### config.mk
export PLATFORM = sky130hd
export DESIGN_NAME = ring_buffer_moving_average
export DESIGN_NICKNAME = d
export VERILOG_FILES = /design/src/design/rbma_pkg.sv /design/src/design/rbma_ctrl.sv /design/src/design/rbma_datapath.sv /design/src/design/ring_buffer_moving_average.sv
export SDC_FILE = /design/constraint.sdc
export NUM_CORES = 2
export LEC_CHECK = 0
export BUFFER_PORTS_ARGS = -buffer_cell sky130_fd_sc_hd__buf_4
export CAP_MARGIN = 20
export CORE_ASPECT_RATIO = 1.4
export CORE_UTILIZATION = 40
export CTS_CLUSTER_SIZE = 25
export DETAILED_ROUTE_END_ITERATION = 7
export PLACE_DENSITY_LB_ADDON = 0.3
export SLEW_MARGIN = 20
export SYNTH_ARGS = -nofsm -noshare
export SYNTH_HDL_FRONTEND = slang
export SYNTH_SLANG_ARGS = --single-unit
### constraint.sdc
create_clock -name clock -period 3.55 [get_ports clock]
set_clock_uncertainty 0.15 [all_clocks]
set_input_delay 0.71 -clock clock [delete_from_list [all_inputs] [get_ports clock]]
set_output_delay 0.71 -clock clock [all_outputs]
set_load 0.05 [all_outputs]
### src/design/rbma_pkg.sv
`default_nettype none

package rbma_pkg;

   localparam int SAMPLE_W      = 16;
   localparam int WINDOW_REG_W  = 8;
   localparam int DEPTH_DEFAULT = 128;

   localparam logic [WINDOW_REG_W-1:0] WINDOW_RESET = WINDOW_REG_W'(1);

   typedef struct packed {
      logic capture;     // request taken, read old entry
      logic write_old;   // capture evicted sample, write new one, seed sum
      logic sum_step;    // walk one more stored sample of the window
      logic div_init;
      logic div_step;
      logic load_out;
   } cmd_type;

   typedef struct packed {
      logic sum_done;
      logic div_done;
      logic out_free;
   } status_type;

endpackage

`default_nettype wire

### src/design/rbma_ctrl.sv
`default_nettype none

module rbma_ctrl (
   input  wire logic                clock,
   input  wire logic                reset,
   input  wire logic                req_valid,
   output logic                     req_ready,
   input  wire rbma_pkg::status_type status,
   output rbma_pkg::cmd_type        cmd
);

   localparam logic [2:0] ST_IDLE   = 3'd0;
   localparam logic [2:0] ST_WRITE  = 3'd1;
   localparam logic [2:0] ST_SUM    = 3'd2;
   localparam logic [2:0] ST_DIVIDE = 3'd3;
   localparam logic [2:0] ST_DONE   = 3'd4;

   logic [2:0] state_ff;
   logic [2:0] state_in;

   assign req_ready = (state_ff == ST_IDLE);

   always_comb begin
      state_in = state_ff;
      cmd      = '0;
      unique case (state_ff)
         ST_IDLE: begin
            if (req_valid) begin
               cmd.capture = 1'b1;
               state_in    = ST_WRITE;
            end
         end
         ST_WRITE: begin
            cmd.write_old = 1'b1;
            state_in      = ST_SUM;
         end
         ST_SUM: begin
            cmd.sum_step = 1'b1;
            if (status.sum_done) begin
               cmd.div_init = 1'b1;
               state_in     = ST_DIVIDE;
            end
         end
         ST_DIVIDE: begin
            cmd.div_step = 1'b1;
            if (status.div_done) begin
               state_in = ST_DONE;
            end
         end
         ST_DONE: begin
            // hold the finished result until the output register is free
            if (status.out_free) begin
               cmd.load_out = 1'b1;
               state_in     = ST_IDLE;
            end
         end
         default: begin
            state_in = ST_IDLE;
         end
      endcase
   end

   always_ff @(posedge clock) begin
      if (reset) begin
         state_ff <= ST_IDLE;
      end else begin
         state_ff <= state_in;
      end
   end

endmodule

`default_nettype wire

### src/design/rbma_datapath.sv
`default_nettype none

module rbma_datapath #(
   parameter int DEPTH = rbma_pkg::DEPTH_DEFAULT
) (
   input  wire logic                              clock,
   input  wire logic                              reset,
   input  wire rbma_pkg::cmd_type                 cmd,
   output rbma_pkg::status_type                   status,
   input  wire logic [rbma_pkg::SAMPLE_W-1:0]     req_sample,
   input  wire logic                              csr_valid,
   input  wire logic [rbma_pkg::WINDOW_REG_W-1:0] csr_window_length,
   output logic                                   rsp_valid,
   input  wire logic                              rsp_ready,
   output logic [rbma_pkg::SAMPLE_W-1:0]          rsp_evicted_sample,
   output logic [rbma_pkg::SAMPLE_W-1:0]          rsp_average
);

   localparam int SW      = rbma_pkg::SAMPLE_W;
   localparam int MAX_WIN = (DEPTH < 255) ? DEPTH : 255;
   localparam int WIN_W   = $clog2(MAX_WIN + 1);
   localparam int SUM_W   = SW + WIN_W;
   localparam int CNT_W   = $clog2(SUM_W + 1);
   localparam int PTR_W   = $clog2(DEPTH);
   localparam int FILL_W  = $clog2(DEPTH + 1);
   localparam logic [PTR_W-1:0]  LAST_PTR = PTR_W'(DEPTH - 1);
   localparam logic [FILL_W-1:0] FULL     = FILL_W'(DEPTH);

   logic [SW-1:0] mem [DEPTH];
   logic [SW-1:0] rd_data_ff;
   logic [PTR_W-1:0] rd_addr;

   logic [rbma_pkg::WINDOW_REG_W-1:0] window_ff;
   logic [PTR_W-1:0]  pos_ff;
   logic [FILL_W-1:0] fill_ff;
   logic              take_ff;
   logic              rsp_valid_ff;

   logic [SW-1:0]     sample_ff;
   logic [SW-1:0]     evict_ff;
   logic [WIN_W-1:0]  win_ff;
   logic [WIN_W-1:0]  win_in;
   logic [WIN_W-1:0]  left_ff;
   logic [PTR_W-1:0]  idx_ff;
   logic              live_ff;
   logic [SUM_W-1:0]  acc_ff;
   logic [WIN_W-1:0]  rem_ff;
   logic [CNT_W-1:0]  cnt_ff;
   logic [SW-1:0]     evicted_out_ff;
   logic [SW-1:0]     average_out_ff;

   logic [PTR_W-1:0]  pos_dec_in;
   logic [PTR_W-1:0]  idx_dec_in;
   logic [PTR_W-1:0]  pos_inc_in;
   logic [WIN_W:0]    trial_in;
   logic              fits_in;

   // zero means one, anything past the store depth means the whole store
   always_comb begin
      if (window_ff == '0) begin
         win_in = WIN_W'(1);
      end else if (32'(window_ff) > DEPTH) begin
         win_in = WIN_W'(DEPTH);
      end else begin
         win_in = WIN_W'(window_ff);
      end
   end

   assign pos_dec_in = (pos_ff == '0) ? LAST_PTR : pos_ff - PTR_W'(1);
   assign idx_dec_in = (idx_ff == '0) ? LAST_PTR : idx_ff - PTR_W'(1);
   assign pos_inc_in = (pos_ff == LAST_PTR) ? '0 : pos_ff + PTR_W'(1);
   assign rd_addr    = cmd.capture ? pos_ff : idx_ff;

   assign trial_in = {rem_ff, acc_ff[SUM_W-1]};
   assign fits_in  = (trial_in >= {1'b0, win_ff});

   assign status.sum_done = (left_ff == '0) && !take_ff;
   assign status.div_done = (cnt_ff == '0);
   assign status.out_free = !rsp_valid_ff || rsp_ready;

   assign rsp_valid          = rsp_valid_ff;
   assign rsp_evicted_sample = evicted_out_ff;
   assign rsp_average        = average_out_ff;

   always_ff @(posedge clock) begin
      if (cmd.write_old) begin
         mem[pos_ff] <= sample_ff;
      end
      rd_data_ff <= mem[rd_addr];
   end

   // entries at or above the fill count were never written and read as zero
   always_ff @(posedge clock) begin
      if (reset) begin
         window_ff    <= rbma_pkg::WINDOW_RESET;
         pos_ff       <= '0;
         fill_ff      <= '0;
         take_ff      <= 1'b0;
         rsp_valid_ff <= 1'b0;
      end else begin
         if (csr_valid) begin
            window_ff <= csr_window_length;
         end
         if (cmd.write_old) begin
            pos_ff <= pos_inc_in;
            if (fill_ff != FULL) begin
               fill_ff <= fill_ff + FILL_W'(1);
            end
         end
         if (cmd.sum_step) begin
            take_ff <= (left_ff != '0);
         end
         if (cmd.load_out) begin
            rsp_valid_ff <= 1'b1;
         end else if (rsp_ready) begin
            rsp_valid_ff <= 1'b0;
         end
      end
   end

   always_ff @(posedge clock) begin
      if (cmd.capture) begin
         sample_ff <= req_sample;
         win_ff    <= win_in;
      end
      if (cmd.write_old) begin
         evict_ff <= (FILL_W'(pos_ff) < fill_ff) ? rd_data_ff : '0;
         acc_ff   <= SUM_W'(sample_ff);
         idx_ff   <= pos_dec_in;
         left_ff  <= win_ff - WIN_W'(1);
      end
      if (cmd.sum_step) begin
         if (left_ff != '0) begin
            left_ff <= left_ff - WIN_W'(1);
            idx_ff  <= idx_dec_in;
            live_ff <= (FILL_W'(idx_ff) < fill_ff);
         end
         if (take_ff && live_ff) begin
            acc_ff <= acc_ff + SUM_W'(rd_data_ff);
         end
      end
      if (cmd.div_init) begin
         rem_ff <= '0;
         cnt_ff <= CNT_W'(SUM_W);
      end
      // restoring divide, quotient bits shift into the sum register
      if (cmd.div_step && (cnt_ff != '0)) begin
         acc_ff <= {acc_ff[SUM_W-2:0], fits_in};
         rem_ff <= fits_in ? WIN_W'(trial_in - {1'b0, win_ff}) : WIN_W'(trial_in);
         cnt_ff <= cnt_ff - CNT_W'(1);
      end
      if (cmd.load_out) begin
         evicted_out_ff <= evict_ff;
         average_out_ff <= acc_ff[SW-1:0];
      end
   end

endmodule

`default_nettype wire

### src/design/ring_buffer_moving_average.sv
// Boxcar moving average over a circular store of DEPTH 16-bit samples.
// req channel: one sample per request. It is written at the write position,
// which then advances and wraps; the entry it overwrites is returned.
// rsp channel: rsp_evicted_sample (zero while that entry has not been written
// since reset) and rsp_average, the floor of the mean of the newest window
// samples, the new one included; unwritten entries count as zero.
// csr channel: window length, 8 bits, reset 1; zero acts as one and values
// above DEPTH act as DEPTH. csr_ready is always high; write only when idle.
// req_ready stays low from when a request is taken until its result is
// loaded into the output register, so one request is handled at a time. The
// sum register is SUM_W = 16 + bits of the largest window wide (24 at DEPTH
// 128). The result is presented in the cycle req_ready returns. The single
// memory read port walks the window one entry per cycle, then a
// one-bit-per-cycle divider runs.
// Results sit in an output register: the next request is accepted while a
// result waits; a stalled rsp_ready holds the following result back and
// keeps req_ready low until the output register drains.
// Reset is synchronous: window returns to 1, write position and fill count clear
// at once; no clearing pass, entries beyond the fill count read as zero.
`default_nettype none

module ring_buffer_moving_average #(
   parameter int DEPTH = rbma_pkg::DEPTH_DEFAULT
) (
   input  wire logic                              clock,
   input  wire logic                              reset,
   input  wire logic                              req_valid,
   output logic                                   req_ready,
   input  wire logic [rbma_pkg::SAMPLE_W-1:0]     req_sample,
   output logic                                   rsp_valid,
   input  wire logic                              rsp_ready,
   output logic [rbma_pkg::SAMPLE_W-1:0]          rsp_evicted_sample,
   output logic [rbma_pkg::SAMPLE_W-1:0]          rsp_average,
   input  wire logic                              csr_valid,
   output logic                                   csr_ready,
   input  wire logic [rbma_pkg::WINDOW_REG_W-1:0] csr_window_length
);

   rbma_pkg::cmd_type    cmd;
   rbma_pkg::status_type status;

   assign csr_ready = 1'b1;

   rbma_ctrl u_ctrl (
      .clock     (clock),
      .reset     (reset),
      .req_valid (req_valid),
      .req_ready (req_ready),
      .status    (status),
      .cmd       (cmd)
   );

   rbma_datapath #(
      .DEPTH (DEPTH)
   ) u_datapath (
      .clock              (clock),
      .reset              (reset),
      .cmd                (cmd),
      .status             (status),
      .req_sample         (req_sample),
      .csr_valid          (csr_valid),
      .csr_window_length  (csr_window_length),
      .rsp_valid          (rsp_valid),
      .rsp_ready          (rsp_ready),
      .rsp_evicted_sample (rsp_evicted_sample),
      .rsp_average        (rsp_average)
   );

endmodule

`default_nettype wire

---- Word level (Yosys, flattened, before mapping) ----
Memory sizes are Yosys's and may differ from the RTL's. A register that Yosys moved wholly into a read port is not among the register bits.
Index checks and enable logic that the tools add are counted.
word-level totals
  bits in latches ......................... 0
  memories kept ........................... 1
  ROM bits ................................ 0
  RAM bits ................................ 2048
  flip-flop bits (word level) ............. 153
  output and inout port bits .............. 35
cells by class
  order comparisons ....................... 4
  reductions and logical operators ........ 20
  eq/ne operators ......................... 10
  multiplexer cells ....................... 37
  divide/modulo/power cells ............... 0
  multiply operators ...................... 0
  shifts and indexed selects .............. 0
  $add $sub $neg .......................... 9
  bitwise logic cells ..................... 0
memory list
  name            words  width  read ports  clocked after memory_dff  wr ports  line                 text
  u_datapath.mem  128    16     1           1                         1         rbma_datapath.sv:29  logic [SW-1:0] mem [DEPTH];
operators with widths
  cell                 number
  $mux 24              4
  $mux 8               7
  $mux 7               7
  $add 24x16->24       1
  $logic_not 8->1      2
  $lt 7x8->1           2
  $sub 8x1->8 const B  2
  $pmux 3 s5           1
  $logic_not 7->1      2
  $sub 7x1->7 const B  2
  $mux 3               4
  $mux 1               11
  $mux 5               2
  $ge 9x8->1           1
  $add 8x1->8 const B  1
  $gt 8x8->1 const B   1
  $ne 2x2->1 const B   4
  $ne 8x8->1 const B   1
  $reduce_bool 8->1    1
  $sub 8x8->8          1
  $add 7x1->7 const B  1
  $eq 7x7->1 const B   1
  $eq 3x2->1 const B   2
  $logic_not 5->1      1
  13 further kinds     18

---- Depth between registers and ports, before layout ----
  depth in word-level cells ............... 6
  mapped depth ............................ 14
  mapped depth without buffers ............ 11

---- By module ----
Synthesis repeated with hierarchy kept, for this count alone.
unflattened totals
  cell total of the unflattened synthesis .. 6064
  area, all modules ....................... 88945.3 um^2
modules (own cells, without submodules)
  module                      seq. area each (um^2)  area each (um^2)  times used  cells each
  rbma_datapath               65683.0                88753.9           1           6040
  rbma_ctrl                   60.1                   180.2             1           22
  ring_buffer_moving_average  0.0                    11.3              1           2

---- Least setup slack after synthesis ----
Ideal clock, no wire load.
  kind .................................... input to register
  start point ............................. input req_valid
  end point ............................... register u_datapath.rd_data_ff[10] (read register of u_datapath.mem)
  arrival time ............................ 3.073 ns
  stages on the path ...................... 10
  setup time .............................. 0.134 ns
  path slack .............................. 0.193 ns
  cells stage by stage .................... nor4b_2 -> buf_6 -> buf_6 -> mux2i_4 -> buf_2 -> nor2_2 -> buf_2 -> a221oi_1 -> o22ai_1 -> or4_1
on the way
  word-level cells in the longest chain between the ends .. 3
RTL lines
  what         line                              text
  from (decl)  ring_buffer_moving_average.sv:27  input wire logic req_valid,
  $mux 1       rbma_ctrl.sv:28                   if (req_valid) begin
  $mux 1       rbma_ctrl.sv:26                   unique case (state_ff)
  $mux 7       rbma_datapath.sv:72               assign rd_addr = cmd.capture ? pos_ff : idx_ff;
  to (decl)    rbma_datapath.sv:30               logic [SW-1:0] rd_data_ff;
Every way passes these cells.
A chain may end at the register's enable or synchronous reset.

---- Final worst setup path ----
  start point ............................. register u_ctrl.state_ff[0]
  end point ............................... register u_datapath.rd_data_ff[11] (read register of u_datapath.mem)
on the way
  word-level cells in the longest chain between the ends .. 3
RTL lines
  what                    line                 text
  from (decl)             rbma_ctrl.sv:18      logic [2:0] state_ff;
  from (signal assigned)  rbma_ctrl.sv:67      state_ff <= state_in;
  $logic_not 3->1         rbma_ctrl.sv:26
  $mux 1                  rbma_ctrl.sv:26
  $mux 7                  rbma_datapath.sv:72
Every way passes these cells.

==> flow_summary.toml <==
[grt]
antenna_found_initial = 10
grt_overflow_total = 0
grt_pass1_vias = 54600
grt_max_degree = 130
grt_usage = 0.237
grt_pass1_wl_um = 382000

[clock_tree]
cts-root-buf = "clkbuf_16"
cts_buffer_depth = 4
cts_sinks = 2217
clk_pin_slew_worst_paths_ps = 60
cts_tree = "done"
htree_levels = 4
clk_latency_ps = 860
cts_buffers = 203

[routing]
num_vias = 56100
wirelength_um = 269000
drc = 0
postRouteAntennaNets = 0
wire_per_inst_um = 27.5
vias_per_cell = 5.72
drt_iter0_drc = 5713
first_pass_iters = 8

[timing]
hold_viol_final = 0
period_needed_ps = 3780
rsz0062_at_grt = "true"
max_clock_freq_mhz = 265
finalCritPeriodShare = 1.06
setup_violations = 16
worst_slack_ps = -229
slew_headroom = 0.279
worst_pin_slew_ps = 1080
final_max_slew_viol_count = 0
whs_ps = 70.4

[synth]
synth_seq_cells = 2217
synthFlopType = "edfxtp_1"
synth-edff-count = 2134
synth_area_leader_cell = "edfxtp_1"
ys_types = 72
synth.area.top_cells = "edfxtp_1 (73%), nand2_1 (6.1%), nand3_1 (2.4%)"
syn_avg_cell_area_sq_um = 14.3
synth_warnings = 0
ys_seq_area_frac = 0.751
synth_cells = 6105
synth_area_sq_mm = 0.0875
synthArstFlopShare = 0
syn_nets = 6181
yosys.area.top_type_share = 0.732

[power]
p_leak_nw = 36.1
power.density_mw_per_mm2 = 679
power_w = 0.0716
max-vdd-ir-drop_mv = 0.421

[worst_hold_path]
hp-class = "in -> reg"

[floorplan]
ios = 64
die_w_um = 397
core_sq_mm = 0.217
core.rowCount = 202
dieArea_sq_mm = 0.221
start_util = 0.404
fp.dieH_um = 555

[critical_path]
critPathLaunchType = "flip-flop"
required_ps = 4180
worst_setup_path_end_kind = "flip-flop"
critPathMaxStageDelay_ps = 450
crit_type = "reg -> reg"
critical_path_arrival_ps = 4410
cp_max_fo = 15
cp_slowest_cell = "a311oi_2"
path_cells = "nor4b_4, buf_12, buf_8, buf_4, mux2i_4, buf_12, buf_6, nand2_1, a31oi_1, a311oi_4, buf_4, a311oi_2, or4_1"

[placed_design]
post_dp_cell_area_sq_mm = 0.0972
dp_hpwl_um = 175000
place_inst = 9356
place_congestion = 0.953
io_buffers = 62

[cells_and_area]
stdcell_count = 9798
final_nets = 6859
syn2layout_area_growth_pct = 20.4
drive_above_1_share = 0.191
fill_cells = 18300
fin_area_sq_mm = 0.105

[run_status]
status = "finished, violations left"
violations = "setup timing"

[flow_run]
cap_viol_max_count = 0
-- critical path: cells and delay by family (launching register included) --
family,cells,cell delay [ps]
buf+inv,6,1130
flops,1,340
mux,1,420
compound gates,3,950
simple gates,3,680
-- per-stage QoR --
stage / setup slack, ps / utilization / setup TNS [ps]
2_1_floorplan: 193 / - / 0
3_3_place_gp: -1090 / 0.448 / -11920
3_5_place_dp: -1110 / 0.448 / -12350
4_1_cts: -215 / 0.484 / -1940
5_1_grt: -305 / 0.486 / -3450
6_report: -229 / 0.486 / -2480
-- synthesized netlist by cell type, types with 3 or more instances --
cell	instances
o2111ai_1	13
o22ai_1	14
a21o_1	15
a311oi_1	25
buf_4	9
a211oi_1	12
edfxtp_1	2134
o21ai_0	62
a221oi_1	27
mux2_2	6
xnor2_1	26
or3_1	7
nand2_1	1412
buf_2	189
mux4_2	89
inv_1	36
nand2b_1	12
dfxtp_1	83
or4_1	8
buf_6	6
xor2_1	14
a21boi_0	3
nand3_1	419
mux2i_2	3
a211o_1	3
a22oi_1	101
ha_1	45
nor2_1	259
a32oi_1	119
nor2_2	8
nor4_1	6
a31oi_1	108
o211ai_1	8
mux2i_1	142
o21bai_1	3
a22o_1	12
clkbuf_1	117
buf_1	49
nor3_1	18
and3_1	28
nand4_1	153
or2_2	6
nor2b_1	24
a21oi_1	233
a31o_2	3
-- cells in the final DEF (no fill, tap or decap), drive strengths merged, types with 83 or more instances in the layout --
cell type and n:
a21oi 233, a22oi 101, a31oi 108, a32oi 119, buf 809, clkbuf 266, dfxtp 83, edfxtp 2134
mux2i 146, mux4 89, nand2 1412, nand3 419, nand4 153, nor2 267
-- layer usage --
| layer | share of wire | up-vias | GRT usage |
|---|---|---|---|
| met4 | 0.070 | 6 | 0.143 |
| met2 | 0.50 | 2628 | 0.407 |
| met3 | 0.071 | 611 | 0.0290 |
| met5 | 0.00014 | - | 0 |
| met1 | 0.36 | 28400 | 0.285 |
| li1 | - | 24400 | - |
-- area by class of cell --
class                      instances  area [sq um]  share of cell area
timing repair buffer             842          8760              0.0831
sequential                      2217         65700               0.624
inverter                          37           139             0.00132
antenna                            5          12.5            0.000119
clock buffer                     260          5410              0.0513
tap                             2856          3570              0.0339
multi-input combinational       3482         20700               0.197
clock inverter                    99          1010             0.00963
-- state kept, by name, summed over array words and instances, names as in the netlist, 3 cells and up --
signal                         cells
u_datapath.fill_ff                 8
u_datapath.rem_ff                  8
u_ctrl.state_ff                    3
u_datapath.win_ff                  8
u_datapath.idx_ff                  7
u_datapath.rsp_evicted_sample     16
u_datapath.evict_ff               16
u_datapath.window_ff               8
u_datapath.rsp_average            16
u_datapath.sample_ff              16
u_datapath.acc_ff                 24
u_datapath.pos_ff                  7
u_datapath.mem                  2048
u_datapath.rd_data_ff             16
u_datapath.left_ff                 8
u_datapath.cnt_ff                  5
-- power breakdown --
part	switching, W	total (W)	internal [W]	leakage (nW)
combinational	0.0122	0.0202	0.00794	13.0
clock	0.00952	0.0216	0.0121	3.16
sequential	0.000575	0.0298	0.0292	19.9
-- worst paths after layout --
check	endpoint	slack, ps	from	cells past startpoint
worst max register to register	u_datapath.rd_data_ff[11]	-230	u_ctrl.state_ff[0]	13
worst max-delay path	u_datapath.rd_data_ff[11]	-230	u_ctrl.state_ff[0]	13
worst min register to register	u_datapath.rsp_evicted_sample[13]	270	u_datapath.evict_ff[13]	0
worst min-delay path	u_datapath.rsp_valid	70	rsp_ready	4
-- kinds of logic after synthesis --
family / synth area share
XOR/XNOR: 0.00400
flip-flops: 0.751
buffers and inverters: 0.0211
adder cells (fa/ha/maj): 0.00689
other: 0.0000429
AND/OR/NAND/NOR: 0.116
AO/OA/AOI/OAI: 0.0602
multiplexers: 0.0407
-- what timing repair did --
item	in CTS	in global routing
gates cloned	4	6
gates resized for setup	133	46
setup endpoints to repair	16	16
endpoints found under the hold margin	24	0
setup buffers	25	19
pin swaps	19	13
hold buffers	24	0
No activity file was read; power rests on OpenSTA's default activity.
